$ cat src/rtl/core/wcl_pkg.sv
package wcl_pkg;

	typedef enum logic [1:0] {
		CMD_STORE    = 2'd0,
		CMD_ACTIVATE = 2'd1,
		CMD_LOOKUP   = 2'd2,
		CMD_UNUSED   = 2'd3
	} cmd_t;

	typedef struct packed {
		logic [1:0]         cmd;
		logic signed [63:0] week_key;
		logic [31:0]        time_ms;
		logic [7:0]         event_count;
	} req_t;

	typedef struct packed {
		logic       ok;
		logic [2:0] slot_index;
		logic       fresh;
		logic [6:0] stored_count;
		logic [3:0] valid_slots;
	} rsp_t;

	typedef enum logic [1:0] {
		S_IDLE,
		S_RD,
		S_CMP,
		S_FIN
	} state_t;

	typedef struct packed {
		logic ld;
		logic rd;
		logic cmp;
		logic adv;
		logic fin;
	} ctl_t;

	typedef struct packed {
		logic last_slot;
		logic out_free;
	} sts_t;

endpackage

$ cat src/rtl/core/wcl_ctrl.sv
module wcl_ctrl (
	input  logic          clk,
	input  logic          arst_n,
	input  logic          req_valid,
	output logic          req_ready,
	output wcl_pkg::ctl_t ctl,
	input  wcl_pkg::sts_t sts
);
	import wcl_pkg::*;

	state_t state_q;
	state_t state_d;

	always_ff @(posedge clk or negedge arst_n) begin
		if (!arst_n) begin
			state_q <= S_IDLE;
		end else begin
			state_q <= state_d;
		end
	end

	always_comb begin
		state_d = state_q;
		case (state_q)
			S_IDLE: begin
				if (req_valid) state_d = S_RD;
			end
			S_RD: begin
				state_d = S_CMP;
			end
			S_CMP: begin
				state_d = sts.last_slot ? S_FIN : S_RD;
			end
			S_FIN: begin
				if (sts.out_free) state_d = S_IDLE;
			end
			default: begin
				state_d = S_IDLE;
			end
		endcase
	end

	always_comb begin
		req_ready = 1'b0;
		ctl       = '0;
		case (state_q)
			S_IDLE: begin
				req_ready = 1'b1;
				ctl.ld    = req_valid;
			end
			S_RD: begin
				ctl.rd = 1'b1;
			end
			S_CMP: begin
				ctl.cmp = 1'b1;
				ctl.adv = !sts.last_slot;
			end
			S_FIN: begin
				ctl.fin = sts.out_free;
			end
			default: begin
				ctl = '0;
			end
		endcase
	end

	a_fin_only_when_free: assert property (@(posedge clk) disable iff (!arst_n)
		ctl.fin |-> sts.out_free)
		else $error("commit while result register is occupied");
	a_cmp_follows_rd: assert property (@(posedge clk) disable iff (!arst_n)
		ctl.rd |=> ctl.cmp)
		else $error("slot read not followed by compare");
	a_no_accept_busy: assert property (@(posedge clk) disable iff (!arst_n)
		(ctl.rd || ctl.cmp || state_q == S_FIN) |-> !req_ready)
		else $error("request accepted while busy");

endmodule

$ cat src/rtl/core/wcl_datapath.sv
module wcl_datapath #(
	parameter int SLOTS      = 8,
	parameter int MAX_EVENTS = 64
) (
	input  logic          clk,
	input  logic          arst_n,
	input  wcl_pkg::req_t req,
	output logic          rsp_valid,
	input  logic          rsp_ready,
	output wcl_pkg::rsp_t rsp,
	input  logic          cfg_we,
	input  logic [31:0]   cfg_wdata,
	input  wcl_pkg::ctl_t ctl,
	output wcl_pkg::sts_t sts
);
	import wcl_pkg::*;

	localparam int IW = (SLOTS > 1) ? $clog2(SLOTS) : 1;
	localparam int CW = $clog2(SLOTS + 1);

	logic [63:0] tag_mem [SLOTS];
	logic [31:0] ref_mem [SLOTS];
	logic [31:0] ser_mem [SLOTS];
	logic [6:0]  cnt_mem [SLOTS];

	logic [SLOTS-1:0] valid_q;
	logic [CW-1:0]    vcnt_q;
	logic [31:0]      serial_q;
	logic [31:0]      max_age_q;

	req_t        req_q;
	logic [IW-1:0] scan_idx_q;
	logic [63:0] rd_tag_q;
	logic [31:0] rd_ref_q;
	logic [31:0] rd_ser_q;
	logic [6:0]  rd_cnt_q;

	logic          hit_q;
	logic [IW-1:0] hit_idx_q;
	logic [31:0]   hit_ref_q;
	logic [6:0]    hit_cnt_q;
	logic          inv_found_q;
	logic [IW-1:0] inv_idx_q;
	logic [IW-1:0] best_idx_q;
	logic [31:0]   best_ser_q;

	rsp_t rsp_q;
	logic rsp_valid_q;

	logic          is_store;
	logic          is_act;
	logic          is_hit_cmd;
	logic [IW-1:0] wr_idx;
	logic [7:0]    sat_cnt;
	logic [31:0]   serial_nx;
	logic [31:0]   age;
	logic          commit;
	logic          slot_hit;
	logic          new_slot;

	assign is_store   = (req_q.cmd == CMD_STORE);
	assign is_hit_cmd = (req_q.cmd inside {CMD_ACTIVATE, CMD_LOOKUP}) && hit_q;
	assign is_act     = (req_q.cmd == CMD_ACTIVATE) && hit_q;
	assign wr_idx     = hit_q ? hit_idx_q : (inv_found_q ? inv_idx_q : best_idx_q);
	assign sat_cnt    = (req_q.event_count > 8'(MAX_EVENTS)) ? 8'(MAX_EVENTS)
	                                                         : req_q.event_count;
	assign serial_nx  = serial_q + 32'd1;
	assign age        = req_q.time_ms - hit_ref_q;
	assign commit     = ctl.fin;
	assign slot_hit   = valid_q[scan_idx_q] && (rd_tag_q == req_q.week_key);
	assign new_slot   = is_store && !valid_q[wr_idx];

	assign sts.last_slot = (scan_idx_q == IW'(SLOTS - 1));
	assign sts.out_free  = !rsp_valid_q || rsp_ready;

	assign rsp_valid = rsp_valid_q;
	assign rsp       = rsp_q;

	always_ff @(posedge clk or negedge arst_n) begin
		if (!arst_n) begin
			max_age_q <= '0;
		end else if (cfg_we) begin
			max_age_q <= cfg_wdata;
		end
	end

	always_ff @(posedge clk) begin
		if (ctl.ld) begin
			req_q <= req;
		end
		if (ctl.rd) begin
			rd_tag_q <= tag_mem[scan_idx_q];
			rd_ref_q <= ref_mem[scan_idx_q];
			rd_ser_q <= ser_mem[scan_idx_q];
			rd_cnt_q <= cnt_mem[scan_idx_q];
		end
	end

	always_ff @(posedge clk) begin
		if (commit && is_store) begin
			tag_mem[wr_idx] <= req_q.week_key;
			ref_mem[wr_idx] <= req_q.time_ms;
			cnt_mem[wr_idx] <= 7'(sat_cnt);
		end
		if (commit && (is_store || is_act)) begin
			ser_mem[wr_idx] <= serial_nx;
		end
	end

	always_ff @(posedge clk or negedge arst_n) begin
		if (!arst_n) begin
			scan_idx_q  <= '0;
			hit_q       <= 1'b0;
			inv_found_q <= 1'b0;
		end else if (ctl.ld) begin
			scan_idx_q  <= '0;
			hit_q       <= 1'b0;
			inv_found_q <= 1'b0;
		end else if (ctl.cmp) begin
			if (ctl.adv) scan_idx_q <= scan_idx_q + 1'b1;
			if (slot_hit && !hit_q) hit_q <= 1'b1;
			if (!valid_q[scan_idx_q] && !inv_found_q) inv_found_q <= 1'b1;
		end
	end

	always_ff @(posedge clk) begin
		if (ctl.cmp) begin
			if (slot_hit && !hit_q) begin
				hit_idx_q <= scan_idx_q;
				hit_ref_q <= rd_ref_q;
				hit_cnt_q <= rd_cnt_q;
			end
			if (!valid_q[scan_idx_q] && !inv_found_q) begin
				inv_idx_q <= scan_idx_q;
			end
			if ((scan_idx_q == '0) || (rd_ser_q < best_ser_q)) begin
				best_idx_q <= scan_idx_q;
				best_ser_q <= rd_ser_q;
			end
		end
	end

	always_ff @(posedge clk or negedge arst_n) begin
		if (!arst_n) begin
			valid_q  <= '0;
			vcnt_q   <= '0;
			serial_q <= '0;
		end else if (commit) begin
			if (is_store) valid_q[wr_idx] <= 1'b1;
			if (new_slot) vcnt_q <= vcnt_q + 1'b1;
			if (is_store || is_act) serial_q <= serial_nx;
		end
	end

	always_ff @(posedge clk or negedge arst_n) begin
		if (!arst_n) begin
			rsp_valid_q <= 1'b0;
		end else if (commit) begin
			rsp_valid_q <= 1'b1;
		end else if (rsp_ready) begin
			rsp_valid_q <= 1'b0;
		end
	end

	always_ff @(posedge clk) begin
		if (commit) begin
			rsp_q.ok           <= is_store || is_hit_cmd;
			rsp_q.slot_index   <= (is_store || is_hit_cmd) ? 3'(wr_idx) : 3'd0;
			rsp_q.fresh        <= (req_q.cmd == CMD_LOOKUP) && hit_q && (age < max_age_q);
			rsp_q.stored_count <= is_store ? 7'(sat_cnt) : (is_hit_cmd ? hit_cnt_q : 7'd0);
			rsp_q.valid_slots  <= new_slot ? 4'(vcnt_q + 1'b1) : 4'(vcnt_q);
		end
	end

	a_count_matches: assert property (@(posedge clk) disable iff (!arst_n)
		vcnt_q == CW'($countones(valid_q)))
		else $error("valid slot count out of step with valid bits");
	a_store_sets_valid: assert property (@(posedge clk) disable iff (!arst_n)
		(commit && is_store) |=> valid_q[$past(wr_idx)])
		else $error("stored slot not marked valid");
	a_serial_step: assert property (@(posedge clk) disable iff (!arst_n)
		(commit && (is_store || is_act)) |=> serial_q == $past(serial_q) + 32'd1)
		else $error("access serial did not advance by one");
	a_miss_zero: assert property (@(posedge clk) disable iff (!arst_n)
		(rsp_valid_q && !rsp_q.ok) |-> (rsp_q.slot_index == 3'd0 &&
		rsp_q.stored_count == 7'd0 && !rsp_q.fresh))
		else $error("miss result carries slot data");

endmodule

$ cat src/rtl/core/week_cache_lru_tag_store.sv
// Fully associative week tag store with least-recently-used replacement. Each
// request is one transfer on req and yields one transfer on rsp; the store
// works on one request at a time and takes the next only after the commit and the
// walk over the slot memories before it, which reads each slot in a read state and
// then compares it in a compare state. The result waits in an output register,
// so a stalled rsp only holds the store in its final commit state.
// Store reuses the matching slot, else the lowest free slot, else the slot with
// the smallest access serial; max_age may be written only while the store is idle.
module week_cache_lru_tag_store #(
	parameter int SLOTS      = 8,
	parameter int MAX_EVENTS = 64
) (
	input  logic          clk,
	input  logic          arst_n,
	input  logic          req_valid,
	output logic          req_ready,
	input  wcl_pkg::req_t req,
	output logic          rsp_valid,
	input  logic          rsp_ready,
	output wcl_pkg::rsp_t rsp,
	input  logic          cfg_we,
	input  logic [31:0]   cfg_wdata
);
	import wcl_pkg::*;

	ctl_t ctl;
	sts_t sts;

	wcl_ctrl u_ctrl (
		.clk       (clk),
		.arst_n    (arst_n),
		.req_valid (req_valid),
		.req_ready (req_ready),
		.ctl       (ctl),
		.sts       (sts)
	);

	wcl_datapath #(
		.SLOTS      (SLOTS),
		.MAX_EVENTS (MAX_EVENTS)
	) u_datapath (
		.clk       (clk),
		.arst_n    (arst_n),
		.req       (req),
		.rsp_valid (rsp_valid),
		.rsp_ready (rsp_ready),
		.rsp       (rsp),
		.cfg_we    (cfg_we),
		.cfg_wdata (cfg_wdata),
		.ctl       (ctl),
		.sts       (sts)
	);

endmodule

$ cat config.mk
export PLATFORM = sky130hd
export DESIGN_NAME = week_cache_lru_tag_store
export DESIGN_NICKNAME = d
export VERILOG_FILES = /design/src/rtl/core/wcl_pkg.sv /design/src/rtl/core/wcl_ctrl.sv /design/src/rtl/core/wcl_datapath.sv /design/src/rtl/core/week_cache_lru_tag_store.sv
export SDC_FILE = /design/constraint.sdc
export NUM_CORES = 2
export LEC_CHECK = 0
export BUFFER_PORTS_ARGS = -buffer_cell sky130_fd_sc_hd__buf_2
export CORE_MARGIN = 1.5
export CORE_UTILIZATION = 45
export CTS_BUF_LIST = sky130_fd_sc_hd__clkbuf_16
export DETAILED_ROUTE_END_ITERATION = 6
export GPL_TIMING_DRIVEN = 0
export PLACE_DENSITY = 0.63
export SLEW_MARGIN = 5
export SYNTH_ARGS = -nofsm -noshare
export SYNTH_HDL_FRONTEND = slang
export SYNTH_SLANG_ARGS = --single-unit
$ cat constraint.sdc
create_clock -name clk -period 15.43 [get_ports clk]
set_input_delay 1.543 -clock clk [delete_from_list [all_inputs] [get_ports clk]]
set_output_delay 1.543 -clock clk [all_outputs]
set_load 0.01 [all_outputs]
* After elaboration in Yosys (flattened, before gate mapping)
Memory sizes are Yosys's and may differ from the RTL's. A register that Yosys moved wholly into a read port is not among the register bits.
Index checks and enable logic that the tools add are counted.
** Word-level totals
- Register bits after elaboration :: 286
- Latch bits :: 0
- Bits in writable memories :: 1080
- Bits in read-only memories :: 0
- Bits of input ports :: 143
- Output and inout bits :: 18
- Logic and storage cells :: 123
- Memories :: 4
** Operators by class
- Add/subtract/negate cells :: 4
- Multipliers :: 0
- Div/mod/pow operators :: 0
- Magnitude comparators :: 6
- Equal/unequal tests :: 9
- Shifts and indexed selects :: 0
- Muxes and demuxes :: 36
- Bitwise logic cells :: 1
- Reductions and logical operators :: 39
** Memories
- u_datapath.tag_mem :: words 8, width 64, rd ports 1, clocked after memory_dff 1, write ports 1, RTL line wcl_datapath.sv:21 : logic [63:0] tag_mem [SLOTS];
- u_datapath.ref_mem :: words 8, width 32, rd ports 1, clocked after memory_dff 1, write ports 1, RTL line wcl_datapath.sv:22 : logic [31:0] ref_mem [SLOTS];
- u_datapath.ser_mem :: words 8, width 32, rd ports 1, clocked after memory_dff 1, write ports 1, RTL line wcl_datapath.sv:23 : logic [31:0] ser_mem [SLOTS];
- u_datapath.cnt_mem :: words 8, width 7, rd ports 1, clocked after memory_dff 1, write ports 1, RTL line wcl_datapath.sv:24 : logic [6:0] cnt_mem [SLOTS];
** Operator list (count)
- 64-bit equality test :: 1
- 32-bit less-than comparator :: 2
- 32-bit by 1-bit adder with 32-bit output, second input constant :: 1
- 32-bit subtractor :: 1
- 7-bit two-way mux :: 3
- 1-bit two-way mux :: 19
- 2-bit AND reduction :: 9
- 3-bit two-way mux :: 5
- 2-bit nonzero test :: 6
- 1-bit logical AND :: 11
- 8-bit by 7-bit greater-than comparator with 1-bit output, second input constant :: 1
- 3-bit by 4-bit less-than comparator with 1-bit output, second input constant :: 2
- 2-bit two-way mux :: 4
- 8-bit OR :: 1
- 2-bit case mux with 4 select lines :: 1
- 1-bit binary-select mux with 3-bit select :: 2
- 2-bit equality test, second input constant :: 3
- 1-bit logical NOT :: 6
- 4-bit by 1-bit adder with 4-bit output, second input constant :: 1
- 2-bit by 1-bit equality test with 1-bit output, second input constant :: 2
- 2-bit logical NOT :: 2
- 1-bit logical OR :: 4
- 4-bit two-way mux :: 1
- 3-bit by 1-bit adder with 3-bit output, second input constant :: 1
- other kinds (6) :: 6

* Logic depth before layout (Yosys ltp)
- Depth in word-level cells :: 7
- Depth in mapped cells :: 18
- Gate-level depth less buffers :: 18

* Hierarchy
Synthesis repeated with hierarchy kept, for this count alone.
** Second synthesis, totals
- Cells, all modules :: 2959
- Area total of the unflattened synthesis :: 59051.6 sq um
** Modules (own cells, without submodules)
- wcl_datapath :: times used 1, cells each 2945, area an instance 58937.8 sq um, seq. area each 44602.8 sq um
- wcl_ctrl :: times used 1, cells each 14, area an instance 113.9 sq um, seq. area each 50.0 sq um

* Least setup slack after synthesis
No wires, ideal clock.
- Kind :: input to register
- From :: in rsp_ready
- To :: reg u_datapath.valid_q[1]
- Library setup time :: 92 ps
- Arrival time :: 7156 ps
- Data required time :: 15338 ps
- Slack :: 8182 ps
- Stages on the path :: 6
- Path buffers :: 1
- Cells stage by stage :: nand2b_1 -> nor2b_1 -> buf_2 -> nand3_1 -> nor2_1 -> or2_2
** RTL lines
- start, declared :: RTL line week_cache_lru_tag_store.sv:19 : input logic rsp_ready,
- end signal, assigned :: RTL line wcl_datapath.sv:145 : valid_q <= '0;
- end signal, assigned by index :: RTL line wcl_datapath.sv:149 : if (is_store) valid_q[wr_idx] <= 1'b1;
- end, declared :: RTL line wcl_datapath.sv:26 : logic [SLOTS-1:0] valid_q;

==> reports/results.ini <==
[logic_synthesis]
syn_area_sq_um = 58990
ys_ff_latch = 1501
ys_top_cells_by_count = 1417 x edfxtp_1, 272 x mux4_2, 140 x mux2_2
synth_cells = 2945
post-synth-top-area-cell = edfxtp_1
ys_types = 73
yosysMostFrequentCell = edfxtp_1
synth_area_leaders = edfxtp_1 72%, mux4_2 10%, dfrtp_1 3.6%
syn_area_per_cell_sq_um = 20.03
synth_edf_count = 1417
ys_seq_area_share_pct = 75.70
synth.top_cell.area_share_pct = 72.14
async_reset_ff_share_pct = 5.596
synthesis.nets = 3190
synth_warnings = 0
synth_flop_cell = edfxtp_1

[route]
drt_iter0_drc = 2622
wl_per_cell_um = 24.68
finalWirelength_um = 128300
antenna_left = 0
vias = 28390
drtPass1Iterations = 5
vias_per_cell = 5.463
drc = 0

[placed_design]
gp_congestion = 0.8222
io_buffers = 159
hpwl_um = 82730
dp_cells = 4918

[clock_tree]
cts_resized = 0
cts_buffer_depth = 3
cts_tree = yes
hold_buffers = 0
numCtsBuffers = 154
cts_root_buffer = clkbuf_16
path_clk_slew_ns = 0.06
cts_max_level = 4
cts_setup_buffers = 0
clock_latency_ns = 0.78
cts.sinks = 1501

[sta]
final.period_utilization_pct = 30.61
slew_headroom_pct = 15.61
tightest_slew_ns = 1.266
rsz0062_at_grt = no
fmax_ghz = 0.2117
setup-violations-final = 0
fin_tns_setup_ns = 0
hold_viol = 0
finClkSkew_ns = 0.04034
timing.hold.ws_ns = 0.4124
fin_crit_ns = 4.723
drv_slew = 0

[job]
timing.max_cap.violations = 0

[floorplan]
ios = 161
die_h_um = 365.1
die_area_sq_um = 133300
initial_core_util_pct = 45.44
core-area_sq_um = 129800
row_count = 132
die_w_um = 365.1

[power_and_ir_drop]
vdd_drop_max_mv = 0.1444
p_int_mw = 7.895
p_leak_nw = 22.93
power_switching_mw = 2.964
power.density_nw_per_um2 = 158.5
pwr-share-clk_pct = 33.0
switching_share_pct = 27.30
comb_power_share_pct = 21.6
seqPwrFrac_pct = 45.4

[layout]
nets = 3577
area_delta_synth_final_pct = 16.13
nFillCells = 10210
fin_util_pct = 52.77
fin_cells = 5197
multi_input_area_sq_um = 13610
antenna_cells = 0
seq_area_sq_um = 44650
final_layout_size_suffix_gt1_share_pct = 27.26

[run_status]
status = finished clean

[worst_setup_path]
cp-end-kind = flip-flop
crit_fanout = 24
criticalPathCategory = input port to flip-flop
cp.arrival_ns = 5.17
startpoint_type = input port
required_ns = 15.88

[grt]
gr-total-overflow = 0
antenna_found_initial = 2
grt_pass1_wl_um = 190600
grt_pass1_vias = 29150
grt_max_degree = 66
track_usage_pct = 19.65

[worst_hold_path]
hold_class = flip-flop to flip-flop

[final timing paths]
path	start	to	slack, ns	cells after the start
hold / removal	u_datapath.rd_ref_q[3]$_DFFE_PN_	u_datapath.hit_ref_q[3]$_DFFE_PP_	0.41	0
setup / recovery	rsp_ready	u_datapath.ser_mem[2][8]$_DFFE_PP_	10.71	10
min in group asynchronous	arst_n	u_datapath.max_age_q[1]$_DFFE_PN0P_	0.79	1
hold reg to reg	u_datapath.rd_ref_q[3]$_DFFE_PN_	u_datapath.hit_ref_q[3]$_DFFE_PP_	0.41	0
max in group asynchronous	arst_n	u_datapath.valid_q[4]$_DFFE_PN0P_	13.97	2
setup reg to reg	u_datapath.req_q[8]$_DFFE_PP_	u_datapath.rsp[11]$_DFFE_PP_	10.78	18
[state kept, by name, indices dropped and copies added, names as in the netlist, 56 cells and up]
name	flops
u_datapath.cnt_mem	56
u_datapath.rd_tag_q	64
u_datapath.ref_mem	256
u_datapath.req_q	106
u_datapath.ser_mem	256
u_datapath.tag_mem	512
[through the flow]
stage | area [sq um] | total power, mW | setup WS (ns)
2_1_floorplan | 58990 | 6.619 | 8.182
3_3_place_gp | 61960 | 7.371 | 1.913
3_5_place_dp | 63590 | 7.402 | 9.920
4_1_cts | 68500 | 10.99 | 10.72
5_1_grt | 68500 | 11.31 | 10.35
6_report | 68500 | 10.86 | 10.71
[cell type report]
class | count | area share [%]
plain buffers | 108 | 0.6904
clock buffers | 154 | 5.626
clock inverters | 125 | 1.540
inverters | 108 | 0.5991
multi-input cells | 1228 | 19.86
flip-flops and latches | 1501 | 65.18
well taps | 1742 | 3.182
repair buffers | 231 | 3.315
[power by group through the flow]
stage	clock (mW)	combinational (mW)	sequential, mW
after floorplan	0	1.62	5.00
after global placement	0	2.27	5.11
after detailed placement	0	2.39	5.01
after CTS	3.66	2.40	4.93
after global routing	3.82	2.54	4.94
final	3.59	2.35	4.93
[critical path, cell delays in order]
cell      delay (ns)
buf_2           0.14
nand2b_1        0.16
nor2b_1         0.14
buf_2           0.71
and2_0          0.21
buf_2           0.25
buf_1           0.57
nand2_1         0.42
nor2_4          0.72
buf_16          0.25
[cells in the final DEF (no fill, tap or decap), types with 37 or more instances in the layout]
cell type and instances:
a21oi_1 48, buf_12 41, buf_2 194, clkbuf_1 63, clkbuf_16 154, clkinv_1 37
dfrtp_1 84, edfxtp_1 1417, ha_1 101, inv_1 139, mux2_2 140, mux4_2 272
nand2_1 110, nor2_1 58, o21ai_0 66, xnor2_1 110, xor2_1 50
[cell families after synthesis]
kind of cell | after synthesis | share of synthesized area [%]
AO/OA/AOI/OAI | 213 | 2.310
flip-flops | 1501 | 75.70
XOR/XNOR | 160 | 2.376
multiplexers | 418 | 13.16
adder cells (fa/ha/maj) | 102 | 2.176
AND/OR/NAND/NOR | 335 | 2.787
buffers and inverters | 216 | 1.489
[layer usage]
layer | track usage (%) | wire length, um
met1 | 28.04 | 56760
met4 | 5.809 | 2764
met3 | 3.434 | 7061
met2 | 31.15 | 61660
met5 | 0 | 12
Power figures use the tool's default switching activity.
